## src/sv/suffix_array_lcp_builder_assert.svh

```systemverilog
// Assertion macros for the suffix array builder.
// Used by the top level; no other dependencies.
`ifndef SUFFIX_ARRAY_LCP_BUILDER_ASSERT_SVH
`define SUFFIX_ARRAY_LCP_BUILDER_ASSERT_SVH
`ifndef ASSERT_OFF
`define SA_ASSERT_IMP(label, clk, rst_n, a, c, msg) \
	label: assert property (@(posedge clk) disable iff (!rst_n) (a) |-> (c)) else $error(msg);
`define SA_ASSERT_NXT(label, clk, rst_n, a, c, msg) \
	label: assert property (@(posedge clk) disable iff (!rst_n) (a) |=> (c)) else $error(msg);
`else
`define SA_ASSERT_IMP(label, clk, rst_n, a, c, msg)
`define SA_ASSERT_NXT(label, clk, rst_n, a, c, msg)
`endif
`endif

```

## src/sv/salcp_ram.sv

```systemverilog
// Generic single-port-write, one-read RAM with registered read data.
// No dependencies.
module salcp_ram #(
	parameter int WIDTH = 8,
	parameter int DEPTH = 16,
	parameter int AW = (DEPTH > 1) ? $clog2(DEPTH) : 1
) (
	input  logic             clk,
	input  logic             we,
	input  logic [AW-1:0]    waddr,
	input  logic [WIDTH-1:0] wdata,
	input  logic [AW-1:0]    raddr,
	output logic [WIDTH-1:0] rdata
);
	logic [WIDTH-1:0] mem [DEPTH];

	// write and registered read
	always_ff @(posedge clk) begin
		if (we) begin
			mem[waddr] <= wdata;
		end
		rdata <= mem[raddr];
	end
endmodule

```

## config.mk

```make
export PLATFORM = sky130hd
export DESIGN_NAME = salcp_ram
export DESIGN_NICKNAME = d
export VERILOG_FILES = /design/src/sv/suffix_array_lcp_builder_assert.svh /design/src/sv/salcp_ram.sv
export SDC_FILE = /design/constraint.sdc
export NUM_CORES = 1
export LEC_CHECK = 0
export BUFFER_PORTS_ARGS = -buffer_cell sky130_fd_sc_hd__buf_2
export CELL_PAD_IN_SITES_DETAIL_PLACEMENT = 0
export CELL_PAD_IN_SITES_GLOBAL_PLACEMENT = 1
export CORE_MARGIN = 5
export CORE_UTILIZATION = 50
export CTS_CLUSTER_DIAMETER = 200
export DETAILED_ROUTE_END_ITERATION = 10
export PLACE_DENSITY_LB_ADDON = 0.1
export SLEW_MARGIN = 20
export SYNTH_ARGS = -nofsm -noshare
export SYNTH_HDL_FRONTEND = slang
export SYNTH_SLANG_ARGS = --single-unit
export TNS_END_PERCENT = 1
```

## constraint.sdc

```tcl
create_clock -name clk -period 2.3 [get_ports clk]
set_clock_uncertainty 0.05 [all_clocks]
set_input_delay 0.115 -clock clk [delete_from_list [all_inputs] [get_ports clk]]
set_output_delay 0.115 -clock clk [all_outputs]
set_load 0.02 [all_outputs]
```

After elaboration in Yosys (flattened, before gate mapping)
Memories as Yosys holds them, arrays and structs flattened. A register that Yosys moved wholly into a read port is not among the register bits.
Cells that the tools add are included.

operators by class
  mux-type cells = 2

operators by type and width
  operator           number
  1-bit two-way mux  2

word-level totals
  memories = 1
  memory bits (writable) = 128
  bits in registers = 0
  word-level logic and storage cells = 3
  input bits = 18
  output and inout port bits = 8

memory list
  memory  words  width  rd ports  clocked after Yosys merged registers in  wr ports  RTL line         source
  mem     16     8      1         1                                        1         salcp_ram.sv:15  logic [WIDTH-1:0] mem [DEPTH];

Depth between registers and ports, before layout
Gate-level depths: netlist of run 1.

  word-level depth = 2
  gate-level depth with buffers = 5
  depth with buffers taken out = 3

Worst setup path before layout of run 1
No wires, ideal clock.

  kind = input to register
  start = input waddr[2]
  end = memory mem[0][0] (enable)
  slack = 0.642 ns
  required time = 1.867 ns
  path buffers = 0
  data arrival time = 1.225 ns
  setup time = 0.383 ns
  stages = 2
  cell sequence = or3b_2 -> nor3_1

RTL lines
  item             RTL line         source
  start, declared  salcp_ram.sv:10  input logic [AW-1:0] waddr,
  end, declared    salcp_ram.sv:15

Straight into the memory's write port.

==> results of run 1 <==
==> report_power, final <==
group          internal (uW)  switching (uW)  leakage (uW)
sequential              2770            14.4       0.00122
combinational            121             162      0.000619
clock                   1600             945      0.000278
total                   4490            1120       0.00212
==> cell families after synthesis <==
| group | synth area share |
|---|---|
| flip-flops | 0.778 |
| multiplexers | 0.150 |
| AND/OR/NAND/NOR | 0.0318 |
| buffers and inverters | 0.0168 |
| AO/OA/AOI/OAI | 0.0233 |
==> path summary, 6_finish.rpt <==
check | end | slack (ns) | depth (start not counted)
min | rdata[7]$_DFF_P_ | 0.14 | 5
max reg2reg | rdata[3]$_DFF_P_ | 0.88 | 3
max | rdata[3]$_DFF_P_ | 0.88 | 3
min reg2reg | rdata[4]$_DFF_P_ | 0.62 | 3
==> sequential cells by signal, summed over array words and instances, names as in the netlist <==
| signal | flops |
|---|---|
| mem | 128 |
| rdata | 8 |
==> worst register-to-register path: cells and delay by family (launching register included) <==
kind	cells	cell delay, ns
AO/OA/AOI/OAI	1	0.27
flip-flops	1	0.36
multiplexers	1	0.55
AND/OR/NAND/NOR	1	0.09
==> layer usage <==
layer / up-vias / wire, um / global-route usage
li1: 1102 / - / -
met1: 1246 / 4380 / 0.233
met2: 59 / 4690 / 0.252
met3: 2 / 413 / 0.0478
met4: 0 / 40 / 0.0511
met5: - / 0 / 0
==> synth_stat cells, drive strengths merged <==
cell type	count	area, sq um
or3b	1	8.76
nand3	1	5.00
a22oi	16	120
mux4	32	773
edfxtp	128	3840
and2b	1	7.51
buf	7	56.3
nand2	9	33.8
dfxtp	8	160
and2	1	6.26
clkdlybuf4s25	3	30.0
nand2b	2	12.5
nand3b	2	15.0
nor2b	1	6.26
nor3	4	20.0
nor2	13	48.8
==> final cells by class <==
| class | instances | area share |
|---|---|---|
| clock buffer | 21 | 0.0726 |
| clock inverter | 11 | 0.0202 |
| multi-input combinational | 83 | 0.171 |
| sequential | 136 | 0.647 |
| tap | 136 | 0.0275 |
| timing repair buffer | 53 | 0.0615 |
==> stage by stage <==
stage                     total power (uW)  instance area [sq um]   util
after floorplan                       3000                   5150      -
after detailed placement              3120                   5530  0.543
after global routing                  5820                   6190  0.607
after global placement                3110                   5530  0.543
final                                 5610                   6190  0.607
after CTS                             5680                   6190  0.607
==> results.md, run 1 <==
Run status:
- The flow ran to the end, and the final reports show no timing, DRC or antenna violations.

Synthesis:
- The number of register bits inferred by synthesis is 136.
- The count of distinct cell types in the synthesized netlist is 19.
- The per-instance average area after synthesis is 22.5 sq um.
- The count of synthesis-stage warnings from yosys is 0.
- The net count of the mapped netlist is 247.
- The sequential area share after synthesis is 0.778.
- The cell count after synthesis came out at 229.
- In this run the cell area of the synthesized design comes to 5150 sq um.

GRT:
- The number of global-route vias before repair is 2,516.
- Entering global routing, the biggest net connects 33 pins.
- The total global routing track utilization is 0.165.
- The global-route wire length before repair is 14.7 mm.
- The aggregate global routing overflow is 0.
- The initial antenna violation count is 0.

Timing:
- Setup violations remaining at the end of the flow were counted as 0.
- The smallest hold slack is 0.136 ns.
- The routed design could run at a clock period as short as 1.42 ns.
- The post-route worst setup slack is 0.880 ns.
- Setup repair after global routing left no endpoint under its margin.
- The number of hold violations in the final report is 0.
- The measured slew at the worst slew-check pin is 0.438 ns.
- Static timing analysis puts the maximum clock frequency at 704 MHz.
- Adding up every negative setup slack in the final design gives 0 ns.
- The final critical-path share of the clock period is 0.617.
- The relative max-transition margin is 0.708.
- The count of final max-slew check failures is 0.

CTS:
- After clock tree synthesis, the clock-pin slew on the worst setup and hold paths is 0.06 ns.
- Clock latency on the worst-skew pair, taken at its later pin, is 0.50 ns.
- Counting along the longest clock path gives a buffer depth of 2.
- The number of buffers inserted by hold repair at cts is 8.
- In this run the number of H-tree levels came out at 4.
- The buffer count from post-CTS setup fixing is 0.
- The root buffer cell is clkbuf_8.
- After clock tree synthesis, the repair step resized 0 gates.
- In this run, CTS created clock tree buffers numbering 17.
- For this design, the sink count on the clock tree is 136.
- The TritonCTS clock tree is yes.

Layout:
- The combined area of the multi-input logic cells is 1060 sq um.
- The final non-filler cell total is 440.
- Leaving out fill and tap cells, the most frequent cell in the layout is edfxtp_1.
- The antenna diode count is 0.
- The filler cell count is 740.
- In the layout the commonest cells are edfxtp_1 (128), buf_2 (25), mux4_2 (18), buf_4 (18).
- The net count of the finished layout is 309.
- The register area is 4000 sq um.
- Of the cells placed in the final design, the portion with a size suffix greater than 1 is 0.309.
- The layout-stage area growth over the synthesis result is 20.2%.

Worst setup path:
- The capturing element type of the critical path is a flop.
- STA puts the critical path data arrival time at 1.76 ns.
- The buffers plus inverters on the worst setup path is 0.
- The worst setup path is launched from a flop.
- The standard cell with the maximum stage delay on the critical path is mux4_1.
- Data on the critical path is required at its endpoint by 2.64 ns.
- The source of the critical timing path is mem[4][3]$_DFFE_PP_.
- In this design, the largest share of critical-path delay is due to multiplexers.
- Walking the worst path, the cells encountered are mux4_1 > a22oi_1 > nand2_1.
- The largest single stage delay on the critical path is 0.55 ns.
- The maximum fanout count along the critical path is 1.
- The reg-to-reg critical path startpoint is mem[4][3]$_DFFE_PP_.
- The type of the worst setup path is flop to flop.

Route:
- The pre-antenna-repair detailed-routing pass consisted of 4 iterations.
- Once detail routing completed, the nets flagged for antenna violations numbered 0.
- The detailed router finished its first iteration with 140 violations.
- The mean routed wirelength per cell is 21.6 um.
- The total vias in the final route is 2,409.
- The final layout contains routed wiring with a total length of 9.52 mm.
- The total DRC errors in the routed layout is 0.
- The mean number of vias per cell is 5.48.

Die:
- The initial core utilization is 0.505.
- The die is 111 um tall.
- 26 I/O pins were placed.
- The die outline width is 111 um.
- The die covers 12,400 sq um.
- The core region is 10,200 sq um.
- After floorplanning, the core was divided into 37 placement rows.

Flow run:
- The number of max-cap violations is 0.

Placement:
- The placer congestion estimate is 0.728.
- Summed over all nets, the half-perimeter wirelength after detailed placement is 6.08 mm.
- Including well taps, the total number of placed cells is 400.
- The count of port buffers added during placement is 25.
- The post-place setup slack is 0.631 ns.

Pwr:
- VDD sags by at most 0.512 mV.
- The total power per unit cell area is 907 nW/um^2.
- The standby leakage power is 0.00212 uW.

Min path:
- The worst hold path class is primary input to flop.
- The worst hold path begins at raddr[3].
Power figures use the tool's default switching activity.
==> run 2, diff against run 1 <==
--- a/config.mk
+++ b/config.mk
@@ -5,11 +5,12 @@
 export SDC_FILE = /design/constraint.sdc
 export NUM_CORES = 1
 export LEC_CHECK = 0
+export ABC_AREA = 1
 export BUFFER_PORTS_ARGS = -buffer_cell sky130_fd_sc_hd__buf_2
 export CELL_PAD_IN_SITES_DETAIL_PLACEMENT = 0
 export CELL_PAD_IN_SITES_GLOBAL_PLACEMENT = 1
 export CORE_MARGIN = 5
-export CORE_UTILIZATION = 50
+export CORE_UTILIZATION = 44
 export CTS_CLUSTER_DIAMETER = 200
 export DETAILED_ROUTE_END_ITERATION = 10
 export PLACE_DENSITY_LB_ADDON = 0.1
==> constraint.sdc (replaced) <==
create_clock -name clk -period 1.2 [get_ports clk]
set_clock_uncertainty 0.05 [all_clocks]
set_input_delay 0.06 -clock clk [delete_from_list [all_inputs] [get_ports clk]]
set_output_delay 0.06 -clock clk [all_outputs]
set_load 0.02 [all_outputs]
==> run 2 against run 1 <==
  * Final cell count grew 79%
  * Total power grew 99%
  * Sequential cell count is the same
  * Critical path type is now flop to output port
  * Critical endpoint is now rdata[4]
==> results.md, run 2 <==
Synthesis:
- After synthesis, the cell types taking the most area are edfxtp_1 (67%), nand2_1 (11%), nand3_1 (8.4%).
- The netlist area before placement is 5770 sq um (+12%).
- The count of distinct cell types in the synthesized netlist was 12 (-7).
- Among all cell types in the netlist, the one instantiated most often is nand2_1.
- After synthesis, the most frequently instantiated cells are nand2_1 (173), edfxtp_1 (128), inv_1 (100).
- The largest area contributor in the synthesized netlist is edfxtp_1.
- The sequential area share after synthesis was 0.694 (-0.0835).
- The net count of the mapped netlist is 569 (+130%).
- The post-synthesis instance total is 551 (+140%).
- The proportion of synthesized flip-flops having asynchronous set or reset is 0 (unchanged).
- The per-instance average area after synthesis is 10.5 sq um (-53%).
- The count of synthesis-stage warnings from yosys was 0 (unchanged).
- The number of enable-type register cells in the synthesized netlist was 128 (unchanged).
- The top-area cell type share of the netlist area was 0.667 (-0.0802).
- The number of register bits inferred by synthesis is 136 (unchanged).
- In the synthesized netlist the dominant register cell turns out to be edfxtp_1.

Timing:
- The setup violation total in the final timing report is 0 (unchanged).
- The measured slew at the worst slew-check pin is 0.399 ns (-0.0393 ns).
- Setup repair after global routing left no endpoint under its margin.
- The worst path needs 1.08 ns of the cycle, external delays included.
- The relative max-transition margin is 0.734 (+0.0262).
- The count of final max-slew check failures was 0 (unchanged).
- The top achievable clock speed is 923 MHz.
- The final critical-path share of the clock period is 0.903.
- The number of hold violations in the final report is 0 (unchanged).

Layout:
- The share of layout cells above drive strength 1 is 0.136 (-0.173).
- The register with the most flip-flops is mem.
- The filler cell count was 1,184 (+60%).
- The antenna diode count is 0 (unchanged).
- The number of flip-flops in the largest register is 128 (unchanged).
- In the final layout, the registers with the most flip-flops are mem: 128 flops, rdata: 8 flops.
- The layout-stage area growth over the synthesis result is 19.2%.
- In the layout the commonest cells are nand2_1 (173), edfxtp_1 (128), inv_1 (100).
- The number of nets in the layout was 622 (+100%).
- The end-of-flow core utilization is 0.540 (-0.0671).
- The leading cell type in the layout, fill and taps excluded is nand2_1.

Worst setup path:
- The source of the critical timing path is rdata[4]$_DFF_P_.
- The buffers plus inverters on the worst setup path came to 1 (+1).
- The number of cells on the worst reg-to-reg path was 6 (+3).
- The arrival time reported for the critical path endpoint is 0.97 ns (-0.79 ns).
- The maximum fanout count along the critical path is 1 (unchanged).
- The capturing element type of the critical path is an output port.
- The instance count on the critical path is 1 (-2).
- The required time of the critical path is 1.09 ns (-1.55 ns).
- The biggest cell delay along the critical path is 0.37 ns (-0.18 ns).
- The slowest stage of the critical path belongs to the cell dfxtp_1.
- Broken down by cell family, the worst path's largest delay share belongs to flip-flops.
- The signal on the critical path passes through buf_2.
- The type of the worst setup path is flop to output port.
- The worst register-to-register path begins at mem[10][1]$_DFFE_PP_.
- The nature of the critical path startpoint is a flop.

GRT:
- The global-route wire length before repair came to 21.8 mm (+48%).
- The total global routing track utilization is 0.189 (+0.0236).
- The initial antenna violation count is 0 (unchanged).
- The aggregate global routing overflow was 0 (unchanged).
- The number of global-route vias before repair is 3,744 (+49%).
- The maximum number of pins on one net before global-route repair is 33 (unchanged).

Route:
- The count of TritonRoute iterations in the first routing pass came to 4 (unchanged).
- The total wire length after detailed routing was 13.9 mm (+46%).
- The total vias in the final route is 3,802 (+58%).
- The mean number of vias per cell is 4.82 (-12%).
- The number of antenna-violating nets in the routed design came to 0 (unchanged).
- The count of routing violations after the opening detailed-route iteration is 332 (+140%).
- The total DRC errors in the routed layout is 0 (unchanged).
- The mean routed wirelength per cell is 17.6 um (-19%).

Placement:
- The placer congestion estimate was 0.807 (+11%).
- The post-DP HPWL came to 8.76 mm (+44%).
- The count of port buffers added during placement is 25 (unchanged).

CTS:
- The maximum count of clock buffers along a single path was 2 (unchanged).
- The TritonCTS clock tree is yes.
- The clock-pin transition on the worst setup and hold timing paths is 0.05 ns (about the same).
- The number of CTS-inserted buffers is 17 (unchanged).
- The source-to-sink clock delay at the later pin of the worst-skew pair is 0.42 ns (-0.08 ns).
- The root buffer cell is clkbuf_16.
- The CTS sink count is 136 (unchanged).
- The total number of H-tree levels came to 4 (unchanged).
- The buffer count from post-CTS setup fixing is 0 (unchanged).

Die:
- The area of the core is 12,700 sq um (+25%).
- The die boundary height is 124 um (+12%).
- The initial core utilization is 0.453 (-0.0521).
- The number of placement rows was 41 (+11%).
- The I/O pin count was 26 (unchanged).
- The total die area is 15,500 sq um (+25%).
- The die outline width is 124 um (+12%).

Pwr:
- The standby leakage power is 0.00300 uW (+42%).
- The total power per unit cell area is 1620 nW/um^2 (+79%).
- The largest vdd supply drop is 0.814 mV (+59%).
- The sum of internal, switching and leakage power is 11,200 uW (+99%).

Run status:
- The run finished with clean final reports.

Flow run:
- The number of max-cap violations is 0 (unchanged).

Min path:
- The worst hold path begins at wdata[2].
- The worst hold path depth is 1 (-4).
- The worst hold path class is primary input to flop.
run 2: changes by cell type in the layout (fill, tap and decap cells not counted), moves of 4 or more:
cell / before / now
nand2_1: 9 / 173
buf_4: 18 / 23
clkinv_1: 0 / 4
buf_12: 2 / 9
nor3_1: 4 / 0
mux4_2: 18 / 0
mux4_1: 14 / 0
a22oi_1: 16 / 0
inv_1: 0 / 100
dlygate4sd3_1: 8 / 1
clkinv_4: 4 / 0
nand3_1: 1 / 97
nor2_1: 13 / 17
run 2: routing by layer:
layer  GRT usage  up-vias  routed length [um]
met5           0        -                   0
met4      0.0812        0                 219
met3      0.0412       18                 919
met2       0.270      109                6200
met1       0.276     1798                6540
li1            -     1877                   -
run 2: logic make-up (layout without fill, tap and decap cells):
family / after synthesis / after routing / synth area share
flops: 136 / 136 / 0.694
simple gates: 289 / 289 / 0.210
buf+inv: 126 / 192 / 0.0952
run 2: report_power, final:
group | switching [uW] | internal (uW) | total, uW
registers | 32.5 | 5310 | 5350
clock network | 1840 | 3210 | 5050
logic | 516 | 247 | 763
run 2: path summary, 6_finish.rpt:
check,end,slack [ns]
max reg2reg,rdata[1]$_DFF_P_,0.12
max,rdata[4],0.12
min reg2reg,rdata[6]$_DFF_P_,0.61
min,mem[11][2]$_DFFE_PP_,0.04
run 2: per-stage QoR:
step	hold WS (ns)	instances	setup WS (ns)	TNS (ns)	instance area, sq um
global route	0.0321	789	0.0287	0	6870
global placement	0.394	756	-0.0340	-0.0606	6290
finish	0.0354	789	0.116	0	6870
CTS	0.0210	789	0.0814	0	6870
floorplan	0.109	551	0.139	0	5770
detailed placement	0.394	756	-0.0343	-0.0630	6290
run 2: area by class of cell:
cell class                      instances  area, sq um  share of cell area
Sequential cell                       136         4000               0.583
Multi-Input combinational cell        289         1210               0.177
Timing Repair Buffer                   58          488              0.0710
Clock buffer                           20          437              0.0635
Inverter                              102          383              0.0557
Tap cell                              172          215              0.0313
Clock inverter                         12          133              0.0193
run 2: repair_timing:
item,in CTS,in global routing
hold buffers,1,0
gates resized for setup,0,0
hold endpoints to repair,3,0
